`src/rtl/slvd_pkg.sv`:
```
`default_nettype none
// ----------------------------------------------------------------------------
// Status slot line validator package
// Types, codes and constants shared by the validator modules.
// ----------------------------------------------------------------------------
package slvd_pkg;

    localparam int SLOT_COUNT     = 3;
    localparam int MAX_LINE_BYTES = 1024;

    localparam int COUNT_W   = 11;
    localparam int CFG_IDX_W = 3;
    localparam int CFG_DATA_W = 8;
    localparam int RES_DEPTH = 4;
    localparam int RES_PTR_W = 2;
    localparam int RES_CNT_W = 3;

    localparam logic [COUNT_W-1:0] COUNT_SAT = 11'h7FF;
    localparam logic [COUNT_W-1:0] LINE_LIMIT = COUNT_W'(MAX_LINE_BYTES);
    localparam logic [3:0]         SLOT_LIMIT = 4'(SLOT_COUNT);

    localparam logic [CFG_IDX_W-1:0] REG_TEXT_KIND   = 3'd0;
    localparam logic [CFG_IDX_W-1:0] REG_LARGEST_KIND = 3'd1;
    localparam logic [CFG_IDX_W-1:0] REG_LARGEST_ICON = 3'd2;
    localparam logic [CFG_IDX_W-1:0] REG_MIDDLE_CAP  = 3'd3;
    localparam logic [CFG_IDX_W-1:0] REG_EDGE_CAP    = 3'd4;

    localparam logic [7:0] RST_TEXT_KIND    = 8'd1;
    localparam logic [7:0] RST_LARGEST_KIND = 8'd3;
    localparam logic [7:0] RST_LARGEST_ICON = 8'd63;
    localparam logic [7:0] RST_MIDDLE_CAP   = 8'd32;
    localparam logic [7:0] RST_EDGE_CAP     = 8'd16;

    localparam logic [7:0] UTF_CONT_MASK = 8'hC0;
    localparam logic [7:0] UTF_CONT_TAG  = 8'h80;
    localparam logic [7:0] UTF_LEAD_MASK = 8'hF0;
    localparam logic [7:0] UTF_ASCII_TOP = 8'h80;
    localparam logic [7:0] UTF_TWO_LO    = 8'hC2;
    localparam logic [7:0] UTF_TWO_HI    = 8'hDF;
    localparam logic [7:0] UTF_THREE_E0  = 8'hE0;
    localparam logic [7:0] UTF_THREE_ED  = 8'hED;
    localparam logic [7:0] UTF_FOUR_F0   = 8'hF0;
    localparam logic [7:0] UTF_FOUR_F4   = 8'hF4;
    localparam logic [7:0] UTF_BOUND_A0  = 8'hA0;
    localparam logic [7:0] UTF_BOUND_9F  = 8'h9F;
    localparam logic [7:0] UTF_BOUND_90  = 8'h90;
    localparam logic [7:0] UTF_BOUND_8F  = 8'h8F;

    typedef enum logic [2:0] {
        PH_KIND,
        PH_ICON,
        PH_LEN,
        PH_TEXT,
        PH_DONE
    } phase_t;

    typedef enum logic [2:0] {
        RULE_NONE,
        RULE_GE_A0,
        RULE_LE_9F,
        RULE_GE_90,
        RULE_LE_8F
    } rule_t;

    typedef struct packed {
        logic [7:0] text_kind_code;
        logic [7:0] largest_kind;
        logic [7:0] largest_icon;
        logic [7:0] middle_text_cap;
        logic [7:0] edge_text_cap;
    } cfg_t;

    typedef struct packed {
        phase_t             phase;
        logic [2:0]         slot_counter;
        logic [COUNT_W-1:0] byte_count;
        logic [7:0]         held_kind;
        logic [7:0]         held_icon;
        logic [7:0]         held_length;
        logic [7:0]         text_remaining;
        logic [1:0]         cont_pending;
        rule_t              rule;
        logic               error_seen;
    } state_t;

    localparam state_t STATE_RESET = '{
        phase:          PH_KIND,
        slot_counter:   3'd0,
        byte_count:     '0,
        held_kind:      8'd0,
        held_icon:      8'd0,
        held_length:    8'd0,
        text_remaining: 8'd0,
        cont_pending:   2'd0,
        rule:           RULE_NONE,
        error_seen:     1'b0
    };

    typedef struct packed {
        logic       is_verdict;
        logic [2:0] slot_number;
        logic [7:0] slot_kind;
        logic [7:0] slot_icon;
        logic [7:0] text_length;
        logic [9:0] text_offset;
        logic       line_ok;
        logic       last;
    } result_t;

endpackage : slvd_pkg
`default_nettype wire

```
`src/rtl/slvd_if.sv`:
```
`default_nettype none
// ----------------------------------------------------------------------------
// Status slot line validator channels
// Byte input channel and result output channel, valid/ready handshake.
// ----------------------------------------------------------------------------
interface slvd_in_if;
    logic       valid;
    logic       ready;
    logic [7:0] data_byte;
    logic       end_of_line;

    modport source (output valid, output data_byte, output end_of_line, input ready);
    modport sink   (input valid, input data_byte, input end_of_line, output ready);
endinterface : slvd_in_if

interface slvd_out_if;
    logic       valid;
    logic       ready;
    logic       is_verdict;
    logic [2:0] slot_number;
    logic [7:0] slot_kind;
    logic [7:0] slot_icon;
    logic [7:0] text_length;
    logic [9:0] text_offset;
    logic       line_ok;
    logic       last;

    modport source (
        output valid, output is_verdict, output slot_number, output slot_kind,
        output slot_icon, output text_length, output text_offset, output line_ok,
        output last, input ready
    );
    modport sink (
        input valid, input is_verdict, input slot_number, input slot_kind,
        input slot_icon, input text_length, input text_offset, input line_ok,
        input last, output ready
    );
endinterface : slvd_out_if
`default_nettype wire

```
`src/rtl/slvd_parse.sv`:
```
`default_nettype none
// ----------------------------------------------------------------------------
// Status slot line validator byte parser
// Next line state and up to two results for one accepted byte.
// ----------------------------------------------------------------------------
module slvd_parse (
    input  slvd_pkg::cfg_t    cfg,
    input  slvd_pkg::state_t  cur,
    input  logic [7:0]        data_byte,
    input  logic              end_of_line,
    output slvd_pkg::state_t  nxt,
    output slvd_pkg::result_t res0,
    output slvd_pkg::result_t res1,
    output logic [1:0]        res_count
);
    import slvd_pkg::*;

    logic       err;
    logic       desc_valid;
    logic [7:0] desc_length;
    logic [9:0] desc_offset;
    logic [7:0] cap;
    logic       utf_ok;
    logic [2:0] slot_inc;
    logic [7:0] remain_dec;
    logic [COUNT_W-1:0] text_start;
    result_t    desc;
    result_t    verdict;

    assign slot_inc   = cur.slot_counter + 3'd1;
    assign remain_dec = cur.text_remaining - 8'd1;
    assign cap        = (cur.slot_counter == 3'd1) ? cfg.middle_text_cap : cfg.edge_text_cap;
    assign text_start = cur.byte_count + COUNT_W'(1) - COUNT_W'(cur.held_length);

    always_comb
    begin
        nxt         = cur;
        err         = cur.error_seen;
        desc_valid  = 1'b0;
        desc_length = 8'd0;
        desc_offset = 10'd0;
        utf_ok      = 1'b1;

        if (cur.byte_count != COUNT_SAT)
        begin
            nxt.byte_count = cur.byte_count + COUNT_W'(1);
        end
        if (!err && (nxt.byte_count > LINE_LIMIT))
        begin
            err = 1'b1;
        end

        if (!err)
        begin
            case (cur.phase)
                PH_KIND:
                begin
                    nxt.held_kind = data_byte;
                    nxt.phase     = PH_ICON;
                end
                PH_ICON:
                begin
                    nxt.held_icon = data_byte;
                    nxt.phase     = PH_LEN;
                end
                PH_LEN:
                begin
                    nxt.held_length = data_byte;
                    if ((cur.held_kind > cfg.largest_kind) || (cur.held_icon > cfg.largest_icon))
                    begin
                        err = 1'b1;
                    end
                    else if (cur.held_kind == cfg.text_kind_code)
                    begin
                        if ((data_byte == 8'd0) || (data_byte > cap))
                        begin
                            err = 1'b1;
                        end
                        else
                        begin
                            nxt.text_remaining = data_byte;
                            nxt.cont_pending   = 2'd0;
                            nxt.rule           = RULE_NONE;
                            nxt.phase          = PH_TEXT;
                        end
                    end
                    else if (data_byte != 8'd0)
                    begin
                        err = 1'b1;
                    end
                    else
                    begin
                        desc_valid = 1'b1;
                    end
                end
                PH_TEXT:
                begin
                    if (cur.cont_pending != 2'd0)
                    begin
                        if ((data_byte & UTF_CONT_MASK) != UTF_CONT_TAG)
                        begin
                            utf_ok = 1'b0;
                        end
                        else
                        begin
                            case (cur.rule)
                                RULE_GE_A0: utf_ok = (data_byte >= UTF_BOUND_A0);
                                RULE_LE_9F: utf_ok = (data_byte <= UTF_BOUND_9F);
                                RULE_GE_90: utf_ok = (data_byte >= UTF_BOUND_90);
                                RULE_LE_8F: utf_ok = (data_byte <= UTF_BOUND_8F);
                                default:    utf_ok = 1'b1;
                            endcase
                        end
                        nxt.rule         = RULE_NONE;
                        nxt.cont_pending = cur.cont_pending - 2'd1;
                    end
                    else
                    begin
                        nxt.rule = RULE_NONE;
                        if (data_byte < UTF_ASCII_TOP)
                        begin
                            nxt.cont_pending = 2'd0;
                        end
                        else if ((data_byte >= UTF_TWO_LO) && (data_byte <= UTF_TWO_HI))
                        begin
                            nxt.cont_pending = 2'd1;
                        end
                        else if ((data_byte & UTF_LEAD_MASK) == UTF_THREE_E0)
                        begin
                            nxt.cont_pending = 2'd2;
                            if (data_byte == UTF_THREE_E0)
                            begin
                                nxt.rule = RULE_GE_A0;
                            end
                            else if (data_byte == UTF_THREE_ED)
                            begin
                                nxt.rule = RULE_LE_9F;
                            end
                        end
                        else if ((data_byte >= UTF_FOUR_F0) && (data_byte <= UTF_FOUR_F4))
                        begin
                            nxt.cont_pending = 2'd3;
                            if (data_byte == UTF_FOUR_F0)
                            begin
                                nxt.rule = RULE_GE_90;
                            end
                            else if (data_byte == UTF_FOUR_F4)
                            begin
                                nxt.rule = RULE_LE_8F;
                            end
                        end
                        else
                        begin
                            utf_ok = 1'b0;
                        end
                    end

                    if (!utf_ok)
                    begin
                        err = 1'b1;
                    end
                    else
                    begin
                        nxt.text_remaining = remain_dec;
                        if (remain_dec == 8'd0)
                        begin
                            if (nxt.cont_pending != 2'd0)
                            begin
                                err = 1'b1;
                            end
                            else
                            begin
                                desc_valid  = 1'b1;
                                desc_length = cur.held_length;
                                desc_offset = text_start[9:0];
                            end
                        end
                    end
                end
                default:
                begin
                    err = 1'b1;
                end
            endcase
        end

        if (desc_valid)
        begin
            nxt.slot_counter = slot_inc;
            if ((slot_inc == 3'd0) || ({1'b0, slot_inc} >= SLOT_LIMIT))
            begin
                nxt.phase = PH_DONE;
            end
            else
            begin
                nxt.phase = PH_KIND;
            end
        end

        nxt.error_seen = err;

        desc.is_verdict  = 1'b0;
        desc.slot_number = cur.slot_counter;
        desc.slot_kind   = cur.held_kind;
        desc.slot_icon   = (cur.phase == PH_LEN) ? cur.held_icon : cur.held_icon;
        desc.text_length = desc_length;
        desc.text_offset = desc_offset;
        desc.line_ok     = 1'b0;
        desc.last        = !end_of_line;

        verdict.is_verdict  = 1'b1;
        verdict.slot_number = 3'd0;
        verdict.slot_kind   = 8'd0;
        verdict.slot_icon   = 8'd0;
        verdict.text_length = 8'd0;
        verdict.text_offset = 10'd0;
        verdict.line_ok     = !err && (nxt.phase == PH_DONE);
        verdict.last        = 1'b1;

        if (end_of_line)
        begin
            nxt = STATE_RESET;
        end

        if (desc_valid)
        begin
            res0      = desc;
            res1      = verdict;
            res_count = end_of_line ? 2'd2 : 2'd1;
        end
        else
        begin
            res0      = verdict;
            res1      = verdict;
            res_count = end_of_line ? 2'd1 : 2'd0;
        end
    end

endmodule : slvd_parse
`default_nettype wire

```
`src/rtl/slvd_rqueue.sv`:
```
`default_nettype none
// ----------------------------------------------------------------------------
// Status slot line validator result queue
// Four-entry queue that takes up to two results a cycle and gives one.
// ----------------------------------------------------------------------------
module slvd_rqueue (
    input  logic              clk,
    input  logic              rst_n,
    input  logic [1:0]        push_count,
    input  slvd_pkg::result_t push0,
    input  slvd_pkg::result_t push1,
    output logic              room,
    output logic              head_valid,
    output slvd_pkg::result_t head,
    input  logic              pop
);
    import slvd_pkg::*;

    result_t               mem [RES_DEPTH];
    logic [RES_PTR_W-1:0]  wr_ptr_reg;
    logic [RES_PTR_W-1:0]  wr_ptr_next;
    logic [RES_PTR_W-1:0]  rd_ptr_reg;
    logic [RES_PTR_W-1:0]  rd_ptr_next;
    logic [RES_CNT_W-1:0]  count_reg;
    logic [RES_CNT_W-1:0]  count_next;
    logic                  do_pop;

    assign do_pop     = pop && (count_reg != '0);
    assign head_valid = (count_reg != '0);
    assign head       = mem[rd_ptr_reg];
    assign room       = (count_reg <= RES_CNT_W'(RES_DEPTH - 2));

    always_comb
    begin
        wr_ptr_next = wr_ptr_reg + RES_PTR_W'(push_count);
        rd_ptr_next = rd_ptr_reg + RES_PTR_W'(do_pop);
        count_next  = count_reg + RES_CNT_W'(push_count) - RES_CNT_W'(do_pop);
    end

    always_ff @(posedge clk)
    begin
        if (push_count != 2'd0)
        begin
            mem[wr_ptr_reg] <= push0;
        end
        if (push_count == 2'd2)
        begin
            mem[wr_ptr_reg + RES_PTR_W'(1)] <= push1;
        end
    end

    always_ff @(posedge clk or negedge rst_n)
    begin
        if (!rst_n)
        begin
            wr_ptr_reg <= '0;
            rd_ptr_reg <= '0;
            count_reg  <= '0;
        end
        else
        begin
            wr_ptr_reg <= wr_ptr_next;
            rd_ptr_reg <= rd_ptr_next;
            count_reg  <= count_next;
        end
    end

endmodule : slvd_rqueue
`default_nettype wire

```
`src/rtl/status_slot_line_validator_core.sv`:
```
`default_nettype none
// ----------------------------------------------------------------------------
// Status slot line validator
// Checks a byte-wise status line of slots and reports slots and a verdict.
// ----------------------------------------------------------------------------
// One byte is taken per clock cycle while the result queue has room. Each
// byte is parsed against the line state in the same cycle it transfers;
// the results it causes, if any (a slot descriptor, the line verdict on the
// end-of-line byte, or both), go into a four-entry result queue that
// delivers one result per cycle while the sink is ready. The input stalls
// only while the queue holds more than two results, so a sink that is always
// ready sees one byte per cycle sustained; results are registered in the queue.
// ----------------------------------------------------------------------------
module status_slot_line_validator_core (
    input  logic                               clk,
    input  logic                               rst_n,
    input  logic                               cfg_wr_en,
    input  logic [slvd_pkg::CFG_IDX_W-1:0]     cfg_index,
    input  logic [slvd_pkg::CFG_DATA_W-1:0]    cfg_data,
    slvd_in_if.sink                            in_ch,
    slvd_out_if.source                         out_ch
);
    import slvd_pkg::*;

    cfg_t       cfg_reg;
    cfg_t       cfg_next;
    state_t     state_reg;
    state_t     state_parsed;
    state_t     state_next;
    result_t    res0;
    result_t    res1;
    result_t    head;
    logic [1:0] res_count;
    logic [1:0] push_count;
    logic       room;
    logic       head_valid;
    logic       in_xfer;

    assign in_ch.ready = room;
    assign in_xfer     = in_ch.valid && room;
    assign push_count  = in_xfer ? res_count : 2'd0;
    assign state_next  = in_xfer ? state_parsed : state_reg;

    slvd_parse u_parse (
        .cfg         (cfg_reg),
        .cur         (state_reg),
        .data_byte   (in_ch.data_byte),
        .end_of_line (in_ch.end_of_line),
        .nxt         (state_parsed),
        .res0        (res0),
        .res1        (res1),
        .res_count   (res_count)
    );

    slvd_rqueue u_rqueue (
        .clk        (clk),
        .rst_n      (rst_n),
        .push_count (push_count),
        .push0      (res0),
        .push1      (res1),
        .room       (room),
        .head_valid (head_valid),
        .head       (head),
        .pop        (out_ch.ready)
    );

    assign out_ch.valid       = head_valid;
    assign out_ch.is_verdict  = head.is_verdict;
    assign out_ch.slot_number = head.slot_number;
    assign out_ch.slot_kind   = head.slot_kind;
    assign out_ch.slot_icon   = head.slot_icon;
    assign out_ch.text_length = head.text_length;
    assign out_ch.text_offset = head.text_offset;
    assign out_ch.line_ok     = head.line_ok;
    assign out_ch.last        = head.last;

    always_comb
    begin
        cfg_next = cfg_reg;
        if (cfg_wr_en)
        begin
            case (cfg_index)
                REG_TEXT_KIND:    cfg_next.text_kind_code  = cfg_data;
                REG_LARGEST_KIND: cfg_next.largest_kind    = cfg_data;
                REG_LARGEST_ICON: cfg_next.largest_icon    = cfg_data;
                REG_MIDDLE_CAP:   cfg_next.middle_text_cap = cfg_data;
                REG_EDGE_CAP:     cfg_next.edge_text_cap   = cfg_data;
                default:          cfg_next = cfg_reg;
            endcase
        end
    end

    always_ff @(posedge clk or negedge rst_n)
    begin
        if (!rst_n)
        begin
            cfg_reg.text_kind_code  <= RST_TEXT_KIND;
            cfg_reg.largest_kind    <= RST_LARGEST_KIND;
            cfg_reg.largest_icon    <= RST_LARGEST_ICON;
            cfg_reg.middle_text_cap <= RST_MIDDLE_CAP;
            cfg_reg.edge_text_cap   <= RST_EDGE_CAP;
            state_reg               <= STATE_RESET;
        end
        else
        begin
            cfg_reg   <= cfg_next;
            state_reg <= state_next;
        end
    end

endmodule : status_slot_line_validator_core
`default_nettype wire

```
`src/flat_wrapper.sv`:
```
// flat-port wrapper written by rule: the top's interface ports become plain ports
module status_slot_line_validator_core_flat import slvd_pkg::*;
  (clk, rst_n, cfg_wr_en, cfg_index, cfg_data, in_ch_valid, in_ch_data_byte, in_ch_end_of_line, in_ch_ready, out_ch_valid, out_ch_is_verdict, out_ch_slot_number, out_ch_slot_kind, out_ch_slot_icon, out_ch_text_length, out_ch_text_offset, out_ch_line_ok, out_ch_last, out_ch_ready);
  slvd_in_if in_ch_i ();
  slvd_out_if out_ch_i ();
  input  logic clk;
  input  logic rst_n;
  input  logic cfg_wr_en;
  input  logic [slvd_pkg::CFG_IDX_W-1:0] cfg_index;
  input  logic [slvd_pkg::CFG_DATA_W-1:0] cfg_data;
  input wire logic [$bits(in_ch_i.valid)-1:0] in_ch_valid;
  input wire logic [$bits(in_ch_i.data_byte)-1:0] in_ch_data_byte;
  input wire logic [$bits(in_ch_i.end_of_line)-1:0] in_ch_end_of_line;
  output wire logic [$bits(in_ch_i.ready)-1:0] in_ch_ready;
  output wire logic [$bits(out_ch_i.valid)-1:0] out_ch_valid;
  output wire logic [$bits(out_ch_i.is_verdict)-1:0] out_ch_is_verdict;
  output wire logic [$bits(out_ch_i.slot_number)-1:0] out_ch_slot_number;
  output wire logic [$bits(out_ch_i.slot_kind)-1:0] out_ch_slot_kind;
  output wire logic [$bits(out_ch_i.slot_icon)-1:0] out_ch_slot_icon;
  output wire logic [$bits(out_ch_i.text_length)-1:0] out_ch_text_length;
  output wire logic [$bits(out_ch_i.text_offset)-1:0] out_ch_text_offset;
  output wire logic [$bits(out_ch_i.line_ok)-1:0] out_ch_line_ok;
  output wire logic [$bits(out_ch_i.last)-1:0] out_ch_last;
  input wire logic [$bits(out_ch_i.ready)-1:0] out_ch_ready;
  assign in_ch_i.valid = in_ch_valid;
  assign in_ch_i.data_byte = in_ch_data_byte;
  assign in_ch_i.end_of_line = in_ch_end_of_line;
  assign in_ch_ready = in_ch_i.ready;
  assign out_ch_valid = out_ch_i.valid;
  assign out_ch_is_verdict = out_ch_i.is_verdict;
  assign out_ch_slot_number = out_ch_i.slot_number;
  assign out_ch_slot_kind = out_ch_i.slot_kind;
  assign out_ch_slot_icon = out_ch_i.slot_icon;
  assign out_ch_text_length = out_ch_i.text_length;
  assign out_ch_text_offset = out_ch_i.text_offset;
  assign out_ch_line_ok = out_ch_i.line_ok;
  assign out_ch_last = out_ch_i.last;
  assign out_ch_i.ready = out_ch_ready;
  status_slot_line_validator_core u_core (.clk(clk), .rst_n(rst_n), .cfg_wr_en(cfg_wr_en), .cfg_index(cfg_index), .cfg_data(cfg_data), .in_ch(in_ch_i), .out_ch(out_ch_i));
endmodule
```
`config.mk`:
```
export PLATFORM = sky130hd
export DESIGN_NAME = status_slot_line_validator_core_flat
export DESIGN_NICKNAME = d
export VERILOG_FILES = /design/src/rtl/slvd_pkg.sv /design/src/rtl/slvd_if.sv /design/src/rtl/slvd_parse.sv /design/src/rtl/slvd_rqueue.sv /design/src/rtl/status_slot_line_validator_core.sv /design/src/flat_wrapper.sv
export SDC_FILE = /design/constraint.sdc
export NUM_CORES = 1
export LEC_CHECK = 0
export BUFFER_PORTS_ARGS = -buffer_cell sky130_fd_sc_hd__buf_2
export CAP_MARGIN = 15
export CORE_ASPECT_RATIO = 0.9
export CORE_MARGIN = 10
export CORE_UTILIZATION = 45
export CTS_CLUSTER_SIZE = 20
export DETAILED_ROUTE_END_ITERATION = 8
export PLACE_DENSITY_LB_ADDON = 0.08
export RECOVER_POWER = 25
export SLEW_MARGIN = 5
export SYNTH_ARGS = -nofsm -noshare
export SYNTH_HDL_FRONTEND = slang
export SYNTH_HIERARCHICAL = 1
export SYNTH_SLANG_ARGS = --single-unit
```
`constraint.sdc`:
```
create_clock -name clk -period 8.7 [get_ports clk]
set_clock_uncertainty 0.2 [all_clocks]
set_input_delay 0 -clock clk [delete_from_list [all_inputs] [get_ports clk]]
set_output_delay 0 -clock clk [all_outputs]
set_load 0.005 [all_outputs]
```
* Word level (Yosys, flattened, before mapping)
Memory sizes are Yosys's and may differ from the RTL's. Index checks and enable logic that the tools add are counted.
Storage, ports and cells: bits in registers 102, memory bits (writable) 160, input port bits 25, word-level logic and storage cells 188, memories kept 1
Memory list:
- u_core.u_rqueue.mem | depth 4, bits a word 40, read ports 1, clocked after memory_dff 0, wr ports 2, RTL line slvd_rqueue.sv:19 | result_t mem [RES_DEPTH];
Cells by class: $add $sub $neg 10, magnitude comparators 15, equal/unequal tests 27, mux-type cells 78, reduce and logical (&&, ||, !) cells 39
Operators by type and width (count):
- $mux W8 | 10
- $mux W55 | 1
- $mux W10 | 5
- $mux W40 | 1
- $mux W13 | 3
- $mux W37 | 1
- $eq A8 B8 Y1 const B | 4
- $ge A8 B8 Y1 const B | 4
- $le A8 B8 Y1 const B | 4
- $mux W1 | 29
- $mux W3 | 9
- $pmux W13 S2 | 1
- $mux W5 | 5
- $gt A8 B8 Y1 | 3
- $eq A3 B2 Y1 const B | 6
- $logic_not A8 Y1 | 2
- $mux W2 | 7
- $reduce_bool A2 Y1 | 7
- $eq A3 B1 Y1 const B | 4
- $reduce_and A2 Y1 | 6
- $add A11 B1 Y11 const B | 1
- $gt A11 B11 Y1 const B | 1
- $mux W11 | 1
- $ne A11 B11 Y1 const B | 1
- 34 further kinds | 53

* Depth between registers and ports, before layout
depth in word-level cells 21, depth in mapped cells 16, mapped depth without buffers 15

* Cells and area by module
The synthesis kept the hierarchy.
By module, submodules not included:
- slvd_rqueue | times used 1, cells each 430, area each 8405.6 sq um, sequential area each 4979.8 sq um
- status_slot_line_validator_core | times used 1, cells each 206, area each 3582.2 sq um, sequential area each 2391.0 sq um
- slvd_parse | times used 1, cells each 510, area each 3444.6 sq um, sequential area each 0.0 sq um

* Least setup slack after synthesis
No wires, ideal clock.
path kind reg2reg, from register u_core/state_reg[38] (netlist bit), to memory u_core/u_rqueue/mem[0][0] (netlist bit), enable pin, setup time 0.493 ns, data arrival time 5.609 ns, path slack 2.399 ns, stages on the path, launching flop included 12, path buffers 1, period minus slack after synthesis 6.301 ns, cell sequence dfrtp_1 -> ha_1 -> nand3_2 -> nor3_4 -> mux2i_1 -> a41oi_4 -> buf_6 -> nor2_1 -> ha_1 -> and3_1 -> o21bai_1 -> o21ai_0
RTL lines:
- start: declaration | RTL line status_slot_line_validator_core.sv:27 | state_t state_reg;
- start signal: assignment | RTL line status_slot_line_validator_core.sv:107 | state_reg <= state_next;
- end: declaration | RTL line slvd_rqueue.sv:19

==> results.sh <==
export IMPL_area_sequential_sq_mm=0.00737
export IMPL_busiest_layer="met2"
export IMPL_die_w_um=215
export IMPL_synth_ff_type="edfxtp_1"
export IMPL_rows=64
export IMPL_maxCapViolCount=3
export IMPL_grt_pass1_vias=9557
export IMPL_worst_pin_slew_ns=3.72
export IMPL_core_area_sq_mm=0.0340
export IMPL_die_area_sq_mm=0.0421
export IMPL_initial_utilization_pct=45.5
export IMPL_leakage_nw=7.13
export IMPL_critPathArrivalTime_ns=5.93
export IMPL_cts_tree="done"
export IMPL_post_cts_buffers=0
export IMPL_worst_r2r_startpoint="u_core/state_reg[38]"
export IMPL_root_buffer="clkbuf_16"
export IMPL_synthesis_area_sq_mm=0.0154
export IMPL_cts_sinks=262
export IMPL_grt_use_met2_pct=26.6
export IMPL_gr_total_overflow=0
export IMPL_cts_path_max_buffers=3
export IMPL_clk_pin_slew_worst_paths_ns=0.06
export IMPL_place_area_sq_mm=0.0160
export IMPL_drcViolationCount=0
export IMPL_port_buffers=66
export IMPL_drv_slew=140
export IMPL_r2r_slack_ns=2.79
export IMPL_die_y_um=196
export IMPL_ys_ff_latch=262
export IMPL_viasPerCell=5.37
export IMPL_clock_latency_ns=0.57
export IMPL_hold_ws_ns=0.0725
export IMPL_use_met3_pct=2.03
export IMPL_cts_resized=0
export IMPL_final_area_sq_mm=0.0172
export IMPL_avgSynthCellArea_sq_um=13.5
export IMPL_yosysWarnings=6
export IMPL_finalSetupViolCount=0
export IMPL_hold_class="primary input to flip-flop"
export IMPL_gr_usage_met1_pct=23.8
export IMPL_yosysSeqAreaShare_pct=47.8
export IMPL_cp_endpoint="u_core/u_rqueue/mem[2][28]"
export IMPL_setup_worst_path_end_class="flip-flop"
export IMPL_place_hpwl_mm=22.5
export IMPL_period_share_pct=67.9
export IMPL_largest_reg_flops=160
export IMPL_cp_required_ns=8.72
export IMPL_h_tree_depth=1
export IMPL_min_period_ns=5.91
export IMPL_multi_input_area_sq_mm=0.00732
export IMPL_pre_cts_ws_ns=2.84
export IMPL_final_common_cell="mux2_2"
export IMPL_n_fill_cell=3034
export IMPL_outcome="complete, but fails checks"
export IMPL_rsz0062_at_grt="false"
export IMPL_layout_common_cells="mux2_2, edfxtp_1, dfrtp_1"
export IMPL_wirelength_mm=35.2
export IMPL_via_count=9217
export IMPL_ir_worst_vdd_mv=0.163
export IMPL_synth_edf_count=160
export IMPL_yosysUniqueCellTypes=78
export IMPL_setup_slack_ns=2.79
export IMPL_r2r_end="u_core/u_rqueue/mem[2][28]"
export IMPL_max_slew_margin_pct=-148
export IMPL_timing_critical_path_from="u_core/state_reg[38]"
export IMPL_globalplace_congestion=0.809
export IMPL_avgRoutedWirePerCell_um=20.5
export IMPL_violations="max-capacitance violations, max-slew violations"
export IMPL_drive_gt1_share_pct=35.9
export IMPL_io_pins=67
export IMPL_cts_buffers_inserted=30
export IMPL_area_growth_pct=11.6
export IMPL_grt_total_usage_pct=16.6
export IMPL_finalHoldViolations=0
export IMPL_first_pass_iters=5
export IMPL_critPathMaxFanout=41
export IMPL_fin_nets=1302
export IMPL_startpoint_type="flip-flop"
export IMPL_initialDrtViolationCount=601
export IMPL_setup_tns_ns=0
export IMPL_crit_type="flip-flop to flip-flop"
export IMPL_grt_max_degree=56
export IMPL_ant_nets=0
export IMPL_antenna_found_initial=1
export IMPL_ys_async_sr_fraction_pct=38.9
export IMPL_p_per_area_mw_per_mm2=256
export IMPL_r2r_cells=11
export IMPL_diodes=0
export IMPL_final_util_pct=50.7
export IMPL_postSynthCellCount=1146
export IMPL_grt_pass1_wl_mm=56.0
export IMPL_fmax_ghz=0.169
## how the worst min path moves through the flow
stage,from,end,slack [ns],depth (start not counted)
floorplan,rst_n,u_core/cfg_reg[0],-0.50,0
finish,out_ch_ready,u_core/u_rqueue/rd_ptr_reg[0],0.07,4
CTS,out_ch_ready,u_core/u_rqueue/rd_ptr_reg[0],0.04,4
global route,cfg_data[6],u_core/cfg_reg[30],0.07,3
detailed placement,rst_n,u_core/u_rqueue/count_reg[1],-0.03,1
global placement,rst_n,u_core/u_rqueue/rd_ptr_reg[0],-0.04,1
## worst max-delay path, stage by stage (launching register included)
cell      delay, ns
dfrtp_1        0.49
ha_1           0.29
nand3_2        0.16
nor3_4         0.32
mux2i_1        0.46
a41oi_4        0.36
nor2_1         0.65
ha_1           0.34
and3_1         0.29
and4bb_4       1.07
o21bai_4       0.48
buf_4          0.44
## timing repair
action | 4_1_cts | 5_1_grt
hold endpoints to repair | 141 | 0
endpoints found under the setup margin | 0 | 0
hold buffers | 31 | 0
## synthesized netlist by cell type (all sizes together) (24+ instances only)
library cell | n | area [sq um]
mux2 | 256 | 3070
edfxtp | 160 | 4800
dfrtp | 91 | 2280
buf | 82 | 637
nor2 | 64 | 240
inv | 61 | 229
ha | 45 | 563
mux4 | 40 | 901
mux2i | 34 | 340
a21oi | 25 | 125
nand2 | 24 | 90.1
## final cells by class
cell class | count | area share, %
flip-flops and latches | 262 | 42.8
multi-input cells | 762 | 42.5
clock buffers | 51 | 5.34
repair buffers | 113 | 4.26
well taps | 462 | 3.36
inverters | 61 | 1.33
clock inverters | 5 | 0.436
## metrics by stage
| stage | instances | total power (W) |
|---|---|---|
| 2_1_floorplan | 1184 | 0.00276 |
| 5_1_grt | 1716 | 0.00470 |
| 3_5_place_dp | 1629 | 0.00318 |
| 4_1_cts | 1716 | 0.00446 |
| 6_report | 1716 | 0.00441 |
| 3_3_place_gp | 1629 | 0.00317 |
## power by group
group | internal, W | total [W] | switching, W
Sequential | 0.00150 | 0.00166 | 0.000158
Clock | 0.000745 | 0.00125 | 0.000501
Combinational | 0.000730 | 0.00150 | 0.000774
## layer usage
metal  wire length, um  vias to the layer above
met5                 0                        -
met4               432                        0
met3              1150                       35
met2             16300                      136
met1             17400                     4653
li1                  -                     4393
## kinds of logic (layout without fill, tap and decap cells)
group | Yosys count | after routing | synth area share [%]
AO/OA/AOI/OAI | 109 | 109 | 4.98
XOR/XNOR | 36 | 36 | 2.04
adder cells (fa/ha/maj) | 47 | 47 | 3.91
buffers and inverters | 160 | 230 | 6.02
flip-flops | 262 | 262 | 47.8
multiplexers | 330 | 330 | 27.9
other | 2 | 40 | 0.0487
AND/OR/NAND/NOR | 200 | 200 | 7.32
No activity file was read; power rests on OpenSTA's default activity.
